**config.mk**
```make
export PLATFORM = sky130hd
export DESIGN_NAME = tah_front
export DESIGN_NICKNAME = d
export VERILOG_FILES = /design/src/hdl/tah_pkg.sv /design/src/hdl/tah_front.sv
export SDC_FILE = /design/constraint.sdc
export NUM_CORES = 1
export LEC_CHECK = 0
export BUFFER_PORTS_ARGS = -buffer_cell sky130_fd_sc_hd__clkbuf_2
export CORE_MARGIN = 2
export CORE_UTILIZATION = 25
export CTS_CLUSTER_DIAMETER = 80
export DETAILED_ROUTE_END_ITERATION = 16
export GPL_TIMING_DRIVEN = 0
export PLACE_DENSITY = 0.55
export SLEW_MARGIN = 20
export SYNTH_ARGS = -nofsm -noshare
export SYNTH_HDL_FRONTEND = slang
export SYNTH_SLANG_ARGS = --single-unit
```
**constraint.sdc**
```tcl
create_clock -name clk_i -period 7.8 [get_ports clk_i]
set_input_delay 0 -clock clk_i [delete_from_list [all_inputs] [get_ports clk_i]]
set_output_delay 0 -clock clk_i [all_outputs]
set_load 0.01 [all_outputs]
```
**src/hdl/tah_pkg.sv**
```systemverilog
package tah_pkg;

  localparam int BUCKET_COUNT = 64;
  localparam int MAX_ENTRIES = 256;
  localparam int MAX_FLUSH   = 16;

  localparam int BKT_W   = $clog2(BUCKET_COUNT);
  localparam int SLOT_W  = $clog2(MAX_ENTRIES);
  localparam int LINK_W  = SLOT_W + 1;
  localparam int CNT_W   = $clog2(MAX_ENTRIES + 1);
  localparam int LIM_W   = 5;
  localparam int KEY_W   = 64;
  localparam int SPAN_W  = 16;
  localparam int TICK_W  = 32;
  localparam int TLIM_W  = 9;
  localparam int OSLOT_W = 8;
  localparam int KEY_BYTES = 8;

  localparam int SCAN_LANES = 16;
  localparam int LANE_W     = $clog2(SCAN_LANES);
  localparam int CHUNK_W    = SLOT_W - LANE_W;

  localparam int QUEUE_DEPTH = 2;
  localparam int QPTR_W      = $clog2(QUEUE_DEPTH);
  localparam int QCNT_W      = $clog2(QUEUE_DEPTH + 1);

  localparam logic [LINK_W-1:0] NULL_LINK = LINK_W'(MAX_ENTRIES);
  localparam logic [KEY_W-1:0]  FNV_BASIS = 64'hcbf29ce484222325;
  localparam logic [KEY_W-1:0]  FNV_PRIME = 64'h00000100000001b3;

  typedef enum logic [1:0] {
    OP_INSERT = 2'd0,
    OP_TICK   = 2'd1,
    OP_FLUSH  = 2'd2,
    OP_FIND   = 2'd3
  } opcode_e;

  typedef enum logic [2:0] {
    ST_DONE        = 3'd0,
    ST_TRACE_DROP  = 3'd1,
    ST_SPAN_DROP   = 3'd2,
    ST_FOUND       = 3'd3,
    ST_NOT_FOUND   = 3'd4,
    ST_FLUSHED     = 3'd5,
    ST_FLUSH_DONE  = 3'd6
  } status_e;

  typedef enum logic [3:0] {
    B_IDLE,
    B_START,
    B_HEAD,
    B_ENT,
    B_MISS,
    B_SCAN,
    B_CREATE,
    B_FDONE
  } back_state_e;

  typedef struct packed {
    opcode_e            op;
    logic [KEY_W-1:0]   key;
    logic               root;
    logic               samp;
    logic [LIM_W-1:0]   lim;
    logic [TICK_W-1:0]  tmo;
    logic [BKT_W-1:0]   bkt;
  } req_t;

  typedef struct packed {
    status_e             status;
    logic [KEY_W-1:0]    key;
    logic [OSLOT_W-1:0]  slot;
    logic [SPAN_W-1:0]   spans;
    logic                root;
    logic                samp;
    logic [CNT_W-1:0]    active;
    logic [31:0]         tlost;
    logic [31:0]         slost;
    logic                last;
  } res_t;

  typedef struct packed {
    logic [KEY_W-1:0]   key;
    logic [SPAN_W-1:0]  spans;
    logic               root;
    logic               samp;
    logic [TICK_W-1:0]  stamp;
  } rec_t;

  // The low bits of FNV-1a depend only on the low bits of every step, so the
  // bucket is found on a hash as narrow as the bucket index.
  function automatic logic [BKT_W-1:0] bucket_of(input logic [KEY_W-1:0] key);
    logic [BKT_W-1:0] h;
    h = FNV_BASIS[BKT_W-1:0];
    for (int i = 0; i < KEY_BYTES; i++) begin
      h = h ^ BKT_W'(key[8*i +: 8]);
      h = BKT_W'(h * FNV_PRIME[BKT_W-1:0]);
    end
    return h;
  endfunction

endpackage

```
**src/hdl/tah_front.sv**
```systemverilog
module tah_front (
  input  logic                 clk_i,
  input  logic                 rst_ni,
  input  logic                 in_valid_i,
  output logic                 in_ready_o,
  input  tah_pkg::opcode_e     op_i,
  input  logic [63:0]          key_i,
  input  logic                 root_i,
  input  logic                 samp_i,
  input  logic [4:0]           lim_i,
  input  logic [31:0]          tmo_i,
  output logic                 push_valid_o,
  input  logic                 push_ready_i,
  output tah_pkg::req_t        push_req_o
);

  logic          vld_q, vld_d;
  tah_pkg::req_t req_q, req_d;
  logic          take;

  assign in_ready_o = !vld_q || push_ready_i;
  assign take       = in_valid_i && in_ready_o;

  always_comb begin
    req_d      = req_q;
    vld_d      = vld_q && !push_ready_i;
    if (take) begin
      vld_d      = 1'b1;
      req_d.op   = op_i;
      req_d.key  = key_i;
      req_d.root = root_i;
      req_d.samp = samp_i;
      req_d.lim  = (lim_i > tah_pkg::LIM_W'(tah_pkg::MAX_FLUSH)) ?
                   tah_pkg::LIM_W'(tah_pkg::MAX_FLUSH) : lim_i;
      req_d.tmo  = tmo_i;
      req_d.bkt  = tah_pkg::bucket_of(key_i);
    end
  end

  always_ff @(posedge clk_i or negedge rst_ni) begin
    if (!rst_ni) begin
      vld_q <= 1'b0;
    end else begin
      vld_q <= vld_d;
    end
  end

  always_ff @(posedge clk_i) begin
    req_q <= req_d;
  end

  assign push_valid_o = vld_q;
  assign push_req_o   = req_q;

endmodule

```
==> key figures <==
Status
  • Status: finished, violations left
  • Failing checks: negative setup slack

Worst setup path
  • R2R setup slack: 5.92 ns
  • Slowest-stage cell, CP: fa_1
  • Data arrival, critical path: 12.53 ns
  • CP most frequent cell: ha_4
  • Crit path max fanout: 3
  • Worst Setup Start Kind: input pin
  • Critical Path Sink Type: register
  • CP Data Required Time: 7.90 ns
  • Crit path largest cell delay: 0.55 ns
  • WS Path Type: input pin to register

Timing
  • Hold Vio Cnt, Final: 0
  • Fmax: 80.43 MHz
  • Setup violations, final: 2
  • Final period util: 159.4%
  • Skew final: 0.009098 ns
  • Crit path setup slack, layout: -4.634 ns
  • Slew @ Worst Pin: 0.8190 ns
  • Relative slew slack: 45.22%
  • RSZ-0062 raised after global routing: true
  • Final min period: 12.43 ns
  • Max Slew Vio Count: 0

Clocking
  • TritonCTS clock tree: done
  • CTS Root Cell: clkbuf_16
  • CTS max path bufs: 2
  • H-tree depth: 3
  • Cts bufs inserted: 9
  • Clk slew on worst S/H paths: 0.08 ns
  • CTS Sinks: 112
  • Worst-Skew Late Latency: 0.35 ns

Global route
  • Initial antenna violation count: 0
  • Vias in the first global route: 3790
  • Total track usage: 11.41%
  • Total global routing overflow: 0
  • Met3 usage: 3.110%
  • Global-route track usage on met2: 21.62%
  • First-pass GRT wire length: 19.03 mm
  • Largest net degree at the start of global routing: 61
  • Met1 Usage GRT: 12.64%
  • Top Usage Layer GRT: met2

Final layout
  • Fill count: 1887
  • Finished Layout Cells: 933
  • Post-route cell area: 0.009021 mm2
  • Fraction of layout cells with a size suffix above 1: 47.72%
  • Area growth syn-to-layout: 69.17%
  • Nets@finish: 842
  • # diodes: 0

Synthesis
  • Post-synthesis mux area share: 0%
  • Post-synth EDFFs: 111
  • Register bit count reported by yosys: 112
  • Syn Area/Cell: 18.14 um2
  • Adder-cell share of the synthesized area: 19.90%
  • Top-count cell post-synth: edfxtp_1
  • Cells after Synth: 294
  • Cell taking the most area after synthesis: edfxtp_1
  • Simple-gate share of the synthesized area: 0.8212%
  • Mapped Area: 0.005333 mm2
  • Synth area leaders: edfxtp_1 (63%), ha_1 (17%), xnor2_1 (6.9%), xor2_1 (6.2%), fa_1 (3.0%)
  • Sequential area share after synthesis: 62.98%
  • Largest family of logic cells by synthesized area: adder cells
  • Top_reg_cell synth: edfxtp_1
  • YS warnings: 0
  • Area fraction of the dominant cell type after synthesis: 62.51%
  • Synth Area in XOR/XNOR: 15.67%
  • Ys async rst share: 0.8929%
  • Cell variety after synth: 12
  • Top cells by count, synth: edfxtp_1 (111), ha_1 (72), xnor2_1 (42)
  • Mapped Nets: 483
  • Synth Area in Compound Gates: 0%

Floorplanning
  • Row cnt: 53
  • Core Footprint: 0.02096 mm2
  • Initial Utilization: 25.45%
  • Die area: 0.02252 mm2
  • I/O pins: 222
  • Overall die height: 150.1 um
  • Chip width: 150.1 um

Placement
  • Placed Cells incl. Taps: 791
  • GP Congestion: 0.7288
  • Post-DP HPWL: 10.46 mm
  • Area post-placement: 0.007073 mm2
  • Port bufs: 221

Detailed routing
  • Detail-routed net length per standard cell: 14.55 um
  • DR iter-0 viols: 89
  • Via density: 3.911
  • First-pass DRT Iterations: 4
  • Final ANT Viol Nets: 0
  • WL final: 13.58 mm
  • Routed vias: 3649
  • DRC viols: 0

Job
  • Max Cap Viol: 0

Worst hold path
  • Tightest Hold Check Type: input pin to register
==> final timing paths <==
| kind | end | cells after the start | from |
|---|---|---|---|
| worst min register to register | push_req_o[6] | 2 | push_valid_o |
| worst max register to register | push_req_o[72] | 3 | push_valid_o |
| max in group asynchronous | push_valid_o | 3 | rst_ni |
| min in group asynchronous | push_valid_o | 3 | rst_ni |
| worst max-delay path | push_req_o[5] | 47 | key_i[3] |
| worst min-delay path | push_req_o[36] | 2 | tmo_i[30] |
==> sequential cells by signal, summed over array words and instances (netlist names) <==
name / cells
push_valid_o: 1
push_req_o: 111
==> stage by stage <==
| stage | worst slack (ns) | util [%] | hold WS [ns] | TNS, ns |
|---|---|---|---|---|
| CTS | -4.782 | 41.35 | -0.1416 | -9.120 |
| global route | -4.968 | 43.05 | 0.3532 | -9.022 |
| floorplan | -4.600 | - | -0.2956 | -8.556 |
| global placement | -5.778 | 33.61 | -0.2230 | -11.36 |
| finish | -4.634 | 43.05 | 0.3568 | -8.386 |
| detailed placement | -5.886 | 33.75 | -0.2203 | -11.59 |
==> layout make-up <==
cell class              instances  area (um2)  share of cell area, %
well taps                     275       344.1                  3.814
flip-flops and latches        112        3358                  37.23
inverters                       8       30.03                 0.3329
plain buffers                   1       3.754                0.04161
clock inverters                 7       105.1                  1.165
multi-input cells             173        2577                  28.57
repair buffers                348        2377                  26.35
clock buffers                   9       225.2                  2.497
==> critical path: cells and delay by family <==
kind       cells  cell delay (ns)
fa+ha+maj     32            10.00
xor+xnor      12             2.32
buf+inv        3             0.19
==> layer usage <==
metal	wire [um]	vias up
li1	-	1785
met3	924	8
met2	7139	140
met1	5393	1716
met4	121	0
met5	0	-
==> cell usage in the layout (no fill, tap or decap), drive strengths merged <==
master and instances:
clkinv 2, dfrtp 1, edfxtp 111, dlygate4sd3 111, nand2b 2, buf 16
fa 8, clkbuf 231, nor2b 4, xor2 38, inv 12, xnor3 6
bufinv 1, xnor2 42, ha 72, and2 1
==> repair_timing <==
item | in CTS | in global routing
buffers inserted | 9 | 6
setup endpoints to repair | 3 | 3
hold buffers | 110 | 1
resized for setup | 12 | 28
hold endpoints to repair | 107 | 1
pin swaps | 14 | 19
==> kinds of logic after synthesis <==
family        Yosys count
flops                 112
xor+xnor               86
fa+ha+maj              80
buf+inv                 9
simple gates            7
Power is not shown: default switching activity piles up to over one toggle a cycle in this logic, so the estimate is an artifact.
