### src/hdl/tah_pkg.sv
package tah_pkg;

  localparam int BUCKET_COUNT = 64;
  localparam int MAX_ENTRIES = 256;
  localparam int MAX_FLUSH   = 16;

  localparam int BKT_W   = $clog2(BUCKET_COUNT);
  localparam int SLOT_W  = $clog2(MAX_ENTRIES);
  localparam int LINK_W  = SLOT_W + 1;
  localparam int CNT_W   = $clog2(MAX_ENTRIES + 1);
  localparam int LIM_W   = 5;
  localparam int KEY_W   = 64;
  localparam int SPAN_W  = 16;
  localparam int TICK_W  = 32;
  localparam int TLIM_W  = 9;
  localparam int OSLOT_W = 8;
  localparam int KEY_BYTES = 8;

  localparam int SCAN_LANES = 16;
  localparam int LANE_W     = $clog2(SCAN_LANES);
  localparam int CHUNK_W    = SLOT_W - LANE_W;

  localparam int QUEUE_DEPTH = 2;
  localparam int QPTR_W      = $clog2(QUEUE_DEPTH);
  localparam int QCNT_W      = $clog2(QUEUE_DEPTH + 1);

  localparam logic [LINK_W-1:0] NULL_LINK = LINK_W'(MAX_ENTRIES);
  localparam logic [KEY_W-1:0]  FNV_BASIS = 64'hcbf29ce484222325;
  localparam logic [KEY_W-1:0]  FNV_PRIME = 64'h00000100000001b3;

  typedef enum logic [1:0] {
    OP_INSERT = 2'd0,
    OP_TICK   = 2'd1,
    OP_FLUSH  = 2'd2,
    OP_FIND   = 2'd3
  } opcode_e;

  typedef enum logic [2:0] {
    ST_DONE        = 3'd0,
    ST_TRACE_DROP  = 3'd1,
    ST_SPAN_DROP   = 3'd2,
    ST_FOUND       = 3'd3,
    ST_NOT_FOUND   = 3'd4,
    ST_FLUSHED     = 3'd5,
    ST_FLUSH_DONE  = 3'd6
  } status_e;

  typedef enum logic [3:0] {
    B_IDLE,
    B_START,
    B_HEAD,
    B_ENT,
    B_MISS,
    B_SCAN,
    B_CREATE,
    B_FDONE
  } back_state_e;

  typedef struct packed {
    opcode_e            op;
    logic [KEY_W-1:0]   key;
    logic               root;
    logic               samp;
    logic [LIM_W-1:0]   lim;
    logic [TICK_W-1:0]  tmo;
    logic [BKT_W-1:0]   bkt;
  } req_t;

  typedef struct packed {
    status_e             status;
    logic [KEY_W-1:0]    key;
    logic [OSLOT_W-1:0]  slot;
    logic [SPAN_W-1:0]   spans;
    logic                root;
    logic                samp;
    logic [CNT_W-1:0]    active;
    logic [31:0]         tlost;
    logic [31:0]         slost;
    logic                last;
  } res_t;

  typedef struct packed {
    logic [KEY_W-1:0]   key;
    logic [SPAN_W-1:0]  spans;
    logic               root;
    logic               samp;
    logic [TICK_W-1:0]  stamp;
  } rec_t;

  // The low bits of FNV-1a depend only on the low bits of every step, so the
  // bucket is found on a hash as narrow as the bucket index.
  function automatic logic [BKT_W-1:0] bucket_of(input logic [KEY_W-1:0] key);
    logic [BKT_W-1:0] h;
    h = FNV_BASIS[BKT_W-1:0];
    for (int i = 0; i < KEY_BYTES; i++) begin
      h = h ^ BKT_W'(key[8*i +: 8]);
      h = BKT_W'(h * FNV_PRIME[BKT_W-1:0]);
    end
    return h;
  endfunction

endpackage

### src/hdl/tah_queue.sv
module tah_queue (
  input  logic           clk_i,
  input  logic           rst_ni,
  input  logic           push_i,
  output logic           push_ready_o,
  input  tah_pkg::req_t  push_req_i,
  input  logic           pop_i,
  output logic           pop_valid_o,
  output tah_pkg::req_t  pop_req_o
);

  tah_pkg::req_t                   mem_q [tah_pkg::QUEUE_DEPTH];
  logic [tah_pkg::QPTR_W-1:0]      wr_q, rd_q;
  logic [tah_pkg::QCNT_W-1:0]      cnt_q;
  logic                            do_push, do_pop;

  assign push_ready_o = cnt_q != tah_pkg::QCNT_W'(tah_pkg::QUEUE_DEPTH);
  assign pop_valid_o  = cnt_q != '0;
  assign do_push      = push_i && push_ready_o;
  assign do_pop       = pop_i && pop_valid_o;
  assign pop_req_o    = mem_q[rd_q];

  always_ff @(posedge clk_i or negedge rst_ni) begin
    if (!rst_ni) begin
      wr_q  <= '0;
      rd_q  <= '0;
      cnt_q <= '0;
    end else begin
      if (do_push) begin
        wr_q <= wr_q + 1'b1;
      end
      if (do_pop) begin
        rd_q <= rd_q + 1'b1;
      end
      if (do_push && !do_pop) begin
        cnt_q <= cnt_q + 1'b1;
      end else if (do_pop && !do_push) begin
        cnt_q <= cnt_q - 1'b1;
      end
    end
  end

  always_ff @(posedge clk_i) begin
    if (do_push) begin
      mem_q[wr_q] <= push_req_i;
    end
  end

endmodule

### config.mk
export PLATFORM = sky130hd
export DESIGN_NAME = tah_queue
export DESIGN_NICKNAME = d
export VERILOG_FILES = /design/src/hdl/tah_pkg.sv /design/src/hdl/tah_queue.sv
export SDC_FILE = /design/constraint.sdc
export NUM_CORES = 1
export LEC_CHECK = 0
export ABC_AREA = 1
export BUFFER_PORTS_ARGS = -buffer_cell sky130_fd_sc_hd__buf_2
export CAP_MARGIN = 25
export CORE_MARGIN = 3
export CORE_UTILIZATION = 50
export DETAILED_ROUTE_END_ITERATION = 6
export PLACE_DENSITY = 0.77
export SLEW_MARGIN = 20
export SYNTH_ARGS = -nofsm -noshare
export SYNTH_HDL_FRONTEND = slang
export SYNTH_SLANG_ARGS = --single-unit
### constraint.sdc
create_clock -name clk_i -period 10.5 [get_ports clk_i]
set_input_delay 0.525 -clock clk_i [delete_from_list [all_inputs] [get_ports clk_i]]
set_output_delay 0.525 -clock clk_i [all_outputs]
set_load 0.1 [all_outputs]
==> results.txt, run 1 <==
core region area = 16120 um2
post-synthesis sequential area ratio = 81.24%
TritonRoute pass-1 iters = 4
synthesized instance count = 609
vias in the first global route = 4961
TNS Setup = 0 ns
Synth area leaders = edfxtp_1 (80%), nand2_1 (15%), buf_6 (1.4%)
Ports = 228
Place WS = 7.583 ns
root cell of the clock tree = clkbuf_16
status = finished clean
syn nets = 725
clock transition at the registers of the reported paths = 0.06 ns
worst endpoint required time = 9.98 ns
final hold violation count = 0
most frequent cell after synthesis = nand2_1
critical path class = register to primary output
Hold Crit Class = input port to register
vias per inst = 4.717
dpl cells = 1032
IO buf count = 227
Ys Warns = 0
area of the mapped netlist = 8329 um2
share of layout cells above drive strength 1 = 31.32%
Final Instance Count excl. Fillers = 1079
Slew @ Worst Pin = 0.8441 ns
Resized cells post-CTS = 0
synth unique cells = 14
Clk Latency, worst-skew pair = 0.52 ns
CTS H-tree lvls = 1
Post-Route WL = 16.13 mm
first-pass GRT wire length = 24.61 mm
Area Growth Syn to Fin = 24.73%
TritonCTS buffer count = 23
CTS Sinks = 226
DP HPWL = 10.25 mm
ys flop type = edfxtp_1
Final setup viols = 0
Setup Buffers After CTS = 0
routability cong. = 0.7618
RSZ-0062 raised after global routing = false
Hold-fix buffers, CTS = 1
final worst slack = 7.228 ns
WL per Instance = 14.95 um
Post-synth top cells = nand2_1 (343), edfxtp_1 (222), buf_2 (13)
CTS tree = built
crit path time final = 3.272 ns
starting DRC count in detailed routing = 301
worst hold slack = 0.1931 ns
Synth top area share = 80.04%
area leader, netlist = edfxtp_1
Worst Setup Start Kind = register
DRC = 0
CP max FO = 77
floorplan row count = 46
largest net degree at the start of global routing = 83
Tot GR Track Use = 17.21%
fmax = 305.6 MHz
Synth Register Bits = 226
Die Height = 135.1 um
Clock Path Buffers = 3
Slew headroom = 43.73%
Post-DRT Antenna Nets = 0
Die Wd = 135.1 um
Crit. End Element = primary output
syn_area_per_cell = 13.68 um2
max cap viols = 0
Slew Limit Fails = 0
WP data arrival = 2.75 ns
Initial Utilization = 51.68%
final setup skew = 0.02038 ns
via count = 5090
number of enable flip-flop cells after synthesis = 222
initial antenna violation count = 3
final period utilization = 31.16%
die area = 18240 um2
Async S/R FF share, synth = 1.770%
Nets = 958
Overflow after GRT = 0
==> stage by stage <==
| stage | area (um2) | utilization, % |
|---|---|---|
| 6_report | 10390 | 64.46 |
| 3_5_place_dp | 9612 | 59.64 |
| 4_1_cts | 10380 | 64.38 |
| 3_3_place_gp | 9592 | 59.52 |
| 5_1_grt | 10390 | 64.45 |
| 2_1_floorplan | 8329 | - |
==> flip-flops by register name (all words and copies together), names as in the netlist <==
name   flops
rd_q       1
cnt_q      2
wr_q       1
mem_q    222
==> logic make-up after synthesis <==
logic type,synth area share [%]
DFF,81.24
adders and majority gates,0.1502
xor gates and xnor gates,0.2103
and+or+nand+nor,15.74
buffers and inverters,2.659
==> final cells by class <==
type                    count  area (um2)
multi-input cells         351        1356
fillers                  1184        5727
repair buffers            233        1200
inverters                   7       28.78
clock buffers              28       594.3
flip-flops and latches    226        6770
diodes                      4       10.01
well taps                 216       270.3
clock inverters            14       158.9
==> layer usage <==
metal | global-route usage, % | up-vias | routed length (um) | share of wire [%]
li1 | - | 2523 | - | -
met1 | 20.11 | 2358 | 6070 | 38
met2 | 30.16 | 173 | 8293 | 51
met3 | 5.104 | 36 | 1268 | 7.9
met4 | 6.551 | 0 | 493 | 3.1
met5 | 0 | - | 0 | 0
==> placed cells by master, fill, tap and decap left out <==
cell           synthesis  layout
inv_4                  1       1
buf_6                 10       1
dfrtp_1                4       3
clkinv_4               0       1
clkinv_1               0       4
clkbuf_16              0      23
nand2_1              343     343
dfrtp_4                0       1
inv_16                 0       1
xnor2_1                1       1
buf_4                  2       3
ha_1                   1       1
clkbuf_1               0       5
inv_1                  6       6
nand4_1                1       1
edfxtp_1             222     222
nor2_4                 0       2
dlygate4sd3_1          0       1
buf_12                 0       1
nand3_1                2       2
xor2_1                 1       1
bufinv_16              0       3
buf_2                 13     227
diode_2                0       4
clkinv_2               0       5
==> critical path, cell delays in order, from the launching register on <==
cell	delay (ns)
dfrtp_4	0.70
buf_4	0.72
nand2_1	0.15
nand2_1	0.14
buf_2	0.43
==> worst paths after layout <==
check,slack [ns],endpoint,cells past startpoint,start
worst max-delay path,7.23,pop_req_o[82],4,rd_q
worst min-delay path,0.19,mem_q[0][60],1,push_req_i[60]
worst max register to register,7.94,mem_q[0][88],5,cnt_q[0]
worst min register to register,0.51,cnt_q[1],2,cnt_q[1]
max in group asynchronous,9.99,rd_q,2,rst_ni
min in group asynchronous,0.37,rd_q,2,rst_ni
Power of run 1 is left out: the tool's default activity adds up to more than one toggle a clock period on the data nets, which glitch-free logic cannot reach.
==> inputs of run 2 (changes only) <==
--- a/config.mk
+++ b/config.mk
@@ -5,13 +5,13 @@
 export SDC_FILE = /design/constraint.sdc
 export NUM_CORES = 1
 export LEC_CHECK = 0
-export ABC_AREA = 1
+export ABC_AREA = 0
 export BUFFER_PORTS_ARGS = -buffer_cell sky130_fd_sc_hd__buf_2
 export CAP_MARGIN = 25
 export CORE_MARGIN = 3
-export CORE_UTILIZATION = 50
+export CORE_UTILIZATION = 47
 export DETAILED_ROUTE_END_ITERATION = 6
-export PLACE_DENSITY = 0.77
+export PLACE_DENSITY = 0.76
 export SLEW_MARGIN = 20
 export SYNTH_ARGS = -nofsm -noshare
 export SYNTH_HDL_FRONTEND = slang
==> constraint.sdc (replaced) <==
create_clock -name clk_i -period 2.7 [get_ports clk_i]
set_input_delay 0.135 -clock clk_i [delete_from_list [all_inputs] [get_ports clk_i]]
set_output_delay 0.135 -clock clk_i [all_outputs]
set_load 0.1 [all_outputs]
==> run 2 against run 1 <==
  * Synthesized cell count fell by 40%
  * Global-route usage rose by 0.63 points
  * Largest cell class unchanged
  * Core utilization increased by 3.3 points
  * Design area increased by 10%
  * Highest routed layer unchanged
  * Die area is 4.8% higher
  * Routed wire length rose by 8.8%
==> results.txt, run 2 <==
status = finished clean
WP data arrival = 2.27 ns
share of layout cells above drive strength 1 = 51.15%
CTS tree = built
Largest regs = mem_q x222, cnt_q x2
Slew @ Worst Pin = 0.7520 ns
max cap viols = 0
fmax = 416.2 MHz
Clock Path Buffers = 3
CTS Sinks = 226
Crit. End Element = primary output
CP max FO = 54
DP HPWL = 10.32 mm
Area Growth Syn to Fin = 39.09%
placement-stage cell area = 9628 um2
final setup skew = 0.01506 ns
most frequent cells in the layout = buf_2 (227), edfxtp_1 (222), dlygate4sd3_1 (115), mux2_2 (111), clkbuf_16 (23)
Slew Limit Fails = 0
Tot GR Track Use = 17.85%
WL per Instance = 18.30 um
area of the mapped netlist = 8223 um2
Place WS = 0.8135 ns
final design area excluding fillers = 11440 um2
die area = 19120 um2
routability cong. = 0.7508
CTS H-tree lvls = 1
final worst slack = 0.2976 ns
synth unique cells = 15
Post-synth top cells = edfxtp_1 (222), mux2_2 (111), buf_6 (8)
ant diodes = 0
IO buf count = 227
Async S/R FF share, synth = 1.770%
Setup Buffers After CTS = 0
Overflow after GRT = 0
most common cell after layout, fill and taps aside = buf_2
worst endpoint required time = 2.57 ns
Clk Latency, worst-skew pair = 0.50 ns
Final setup viols = 0
post-synthesis sequential area ratio = 82.29%
vias per inst = 4.922
starting DRC count in detailed routing = 221
Hold Crit Class = input port to register
Initial Utilization = 48.72%
Die Height = 138.3 um
initial antenna violation count = 0
cell count of the worst reg-to-reg path = 4
Slew headroom = 49.87%
TritonRoute pass-1 iters = 4
worst hold stages = 2
DRC = 0
number of enable flip-flop cells after synthesis = 222
Resized cells post-CTS = 0
Synth Register Bits = 226
Post-Route WL = 17.55 mm
area leader, netlist = edfxtp_1
max reg flops = 222
Synth area leaders = edfxtp_1 (81%), mux2_2 (15%), dfrtp_1 (1.2%)
Post-DRT Antenna Nets = 0
ys flop type = edfxtp_1
root cell of the clock tree = clkbuf_16
first-pass GRT wire length = 27.50 mm
Nets = 839
Top reg by flops = mem_q
crit path time final = 2.402 ns
Die Wd = 138.3 um
via count = 4720
largest net degree at the start of global routing = 112
worst hold slack = 0.3505 ns
RSZ-0062 raised after global routing = false
Hold-fix buffers, CTS = 115
most frequent cell after synthesis = edfxtp_1
Fillers = 1095
syn nets = 479
final period utilization = 88.98%
clock transition at the registers of the reported paths = 0.06 ns
synthesized instance count = 363
critical path class = register to primary output
Ports = 228
Synth top area share = 81.07%
Worst Setup Start Kind = register
TritonCTS buffer count = 23
core region area = 16880 um2
floorplan row count = 47
syn_area_per_cell = 22.65 um2
final hold violation count = 0
Ys Warns = 0
vias in the first global route = 5205
-- run 2: changes by cell type in the layout (fill, tap and decap cells not counted), moves of 2 or more --
cell           before  now
buf_12              1    3
bufinv_16           3    0
clkbuf_1            5    8
diode_2             4    0
dlygate4sd3_1       1  115
inv_1               6    1
mux2_2              0  111
nand2_1           343    1
nand3_1             2    0
xnor2_1             1    3
-- run 2: final timing paths --
| path | start | end | slack, ns |
|---|---|---|---|
| worst min register to register | cnt_q[0] | cnt_q[0] | 0.55 |
| worst max register to register | cnt_q[0] | mem_q[0][67] | 0.91 |
| worst min-delay path | push_req_i[92] | mem_q[0][92] | 0.35 |
| worst max-delay path | rd_q | pop_req_o[50] | 0.30 |
| min in group asynchronous | rst_ni | cnt_q[0] | 0.57 |
| max in group asynchronous | rst_ni | rd_q | 1.94 |
-- run 2: area by class of cell --
class                   count  area (um2)  area share (%)
clock buffers              31       605.6           5.295
multi-input cells         124        1368           11.96
flip-flops and latches    226        6770           59.19
inverters                   1       3.754         0.03282
repair buffers            347        2362           20.65
well taps                 220       275.3           2.407
clock inverters            10       52.55          0.4595
-- run 2: critical path, cell delays in order (launching register included) --
cell and delay [ns]:
dfrtp_4 0.42, buf_4 0.54, mux2_2 0.31, buf_2 0.42
-- run 2: kinds of logic after synthesis --
family                     share of synthesized area, %
adders and majority gates                        0.1521
DFF                                               82.29
xor gates and xnor gates                         0.5327
muxes                                             15.20
and+or+nand+nor                                  0.4110
buffers and inverters                             1.415
-- run 2: through the flow --
| stage | util, % | instances | TNS, ns |
|---|---|---|---|
| after floorplan | - | 363 | -24.14 |
| after global placement | 57.05 | 803 | 0 |
| after detailed placement | 57.05 | 803 | 0 |
| after CTS | 67.77 | 959 | 0 |
| after global routing | 67.77 | 959 | 0 |
| final | 67.77 | 959 | 0 |
-- run 2: metal layers --
layer / track usage [%] / routed length, um / vias to the layer above
met5: 0 / 0 / -
met4: 4.732 / 477 / 0
met3: 4.834 / 1230 / 35
met2: 32.04 / 9367 / 197
met1: 21.37 / 6473 / 2318
li1: - / - / 2170
Power of run 2 is left out for the same reason.
==> inputs of run 3 (changes only) <==
==> constraint.sdc (replaced) <==
create_clock -name clk_i -period 1.95 [get_ports clk_i]
set_input_delay 0.0975 -clock clk_i [delete_from_list [all_inputs] [get_ports clk_i]]
set_output_delay 0.0975 -clock clk_i [all_outputs]
set_load 0.1 [all_outputs]
==> run 3 against run 2 <==
  * The flow now finishes with violations (negative setup slack)
  * First-iteration DRC count is 14% higher
  * Die area stayed put
  * Cell count is 1.0% higher
  * Hold slack worse by 0.027 ns
  * Global-route usage is 1.6 points higher
  * Design area is 13% higher
  * Non-clock buffer count is 11 higher
  * Routed wire length is 17% higher
  * Register-to-register slack worse by 0.58 ns
  * Core utilization is 8.9 points higher
  * Clock skew is 0.0036 ns higher
  * Count of clock-buffer cells in the layout is 2 lower
  * Critical path type unchanged
  * Critical endpoint is now pop_req_o[49]
==> results.txt, run 3 (synthesized netlist as in run 2, its figures left out) <==
status = complete, but fails checks
failing checks = negative setup slack
final core occ = 76.64%
DP HPWL = 10.57 mm
CTS H-tree lvls = 1
Slew Limit Fails = 0
Slowest cell on crit path = dfrtp_4
core region area = 16880 um2
first-pass GRT wire length = 29.42 mm
via count = 4916
largest net degree at the start of global routing = 59
Crit. End Element = primary output
DRC = 0
vias in the first global route = 5480
die area = 19120 um2
WL per Instance = 21.24 um
Ports = 228
final setup skew = 0.01865 ns
crit path time final = 1.974 ns
final period utilization = 101.3%
Die Wd = 138.3 um
Clock Path Buffers = 3
Post-Route WL = 20.58 mm
clock transition at the registers of the reported paths = 0.07 ns
Worst path max stage delay = 0.46 ns
share of layout cells above drive strength 1 = 52.47%
fmax = 506.5 MHz
starting DRC count in detailed routing = 253
max cap viols = 0
most frequent cells in the layout = edfxtp_1 (222), buf_2 (116), dlygate4sd3_1 (115), mux2_2 (79), buf_6 (70)
vias per inst = 5.073
Slew headroom = 66.77%
CTS Sinks = 226
TritonRoute pass-1 iters = 4
initial antenna violation count = 0
Final setup viols = 40
Worst Setup Start Kind = register
Slew @ Worst Pin = 0.5019 ns
Initial Utilization = 48.72%
max reg flops = 222
Top reg by flops = mem_q
Largest regs = mem_q x222, cnt_q x2
Overflow after GRT = 0
Tot GR Track Use = 19.41%
routability cong. = 0.7407
final hold violation count = 0
CP max FO = 8
worst endpoint required time = 1.85 ns
Fillers = 853
IO buf count = 227
WP data arrival = 1.88 ns
Clk Latency, worst-skew pair = 0.50 ns
CP Cell Sequence = buf_12 > clkbuf_16 > mux2_2 > buf_8
Nets = 849
Die Height = 138.3 um
Post-DRT Antenna Nets = 0
CTS tree = built
root cell of the clock tree = clkbuf_16
RSZ-0062 raised after global routing = true
most common cell after layout, fill and taps aside = edfxtp_1
TritonCTS buffer count = 22
ant diodes = 0
Area Growth Syn to Fin = 57.30%
floorplan row count = 47
Hold Crit Class = input port to register
final worst slack = -0.02445 ns
critical path class = register to primary output
==> run 3: cell types whose count changed in the layout (fill, tap and decap cells not counted), moves of 3 or more <==
| cell | before | now |
|---|---|---|
| mux2_2 | 111 | 79 |
| clkbuf_16 | 23 | 27 |
| buf_8 | 0 | 5 |
| buf_6 | 0 | 70 |
| mux2_4 | 0 | 32 |
| clkbuf_1 | 8 | 4 |
| buf_2 | 227 | 116 |
| buf_12 | 3 | 44 |
| buf_16 | 0 | 3 |
==> run 3: timing repair <==
action	in CTS	in global routing
pin swaps	0	0
cloned	1	6
endpoints found under the hold margin	228	0
endpoints found under the setup margin	111	111
hold buffers	115	0
resized for setup	211	99
buffers inserted	1	0
==> run 3: area by class of cell <==
cell class                 instances  area, um2  share of cell area (%)
timing repair buffer             358       3666                   28.34
tap                              220      275.3                   2.128
multi-input combinational        124       1488                   11.50
inverter                           1      3.754                 0.02902
clock inverter                    11      113.9                  0.8802
clock buffer                      29      618.1                   4.778
sequential                       226       6770                   52.34
==> run 3: worst paths after layout <==
| path | to | start | depth (start not counted) | slack [ns] |
|---|---|---|---|---|
| min in group asynchronous | cnt_q[0] | rst_ni | 3 | 0.50 |
| max reg2reg | mem_q[1][12] | cnt_q[0] | 3 | 0.33 |
| max in group asynchronous | rd_q | rst_ni | 3 | 1.26 |
| min | mem_q[0][99] | push_req_i[99] | 2 | 0.32 |
| min reg2reg | cnt_q[1] | cnt_q[1] | 1 | 0.55 |
| max | pop_req_o[49] | rd_q | 4 | -0.02 |
==> run 3: metrics by stage <==
stage / setup WS (ns) / cells / area [um2] / hold WS [ns] / TNS [ns]
after detailed placement: 0.3435 / 806 / 9806 / -0.09030 / 0
after global routing: -0.07040 / 969 / 12930 / 0.3248 / -3.749
after CTS: -0.02199 / 963 / 12400 / 0.2960 / -0.8981
after global placement: 0.3910 / 806 / 9806 / -0.09586 / 0
final: -0.02445 / 969 / 12930 / 0.3237 / -0.3445
after floorplan: -0.9675 / 363 / 8247 / -0.1981 / -184.49
==> run 3: critical path: cells and delay by family (launching register included) <==
family / cells / cell delay [ns]
buf+inv: 3 / 0.54
mux: 1 / 0.37
flops: 1 / 0.46
==> run 3: layer usage <==
metal	track usage [%]	wire, um	vias up
met4	5.304	442	0
li1	-	-	2195
met5	0	0	-
met1	22.51	7531	2484
met2	35.64	11310	200
met3	5.145	1294	37
Power of run 3 is left out for the same reason.
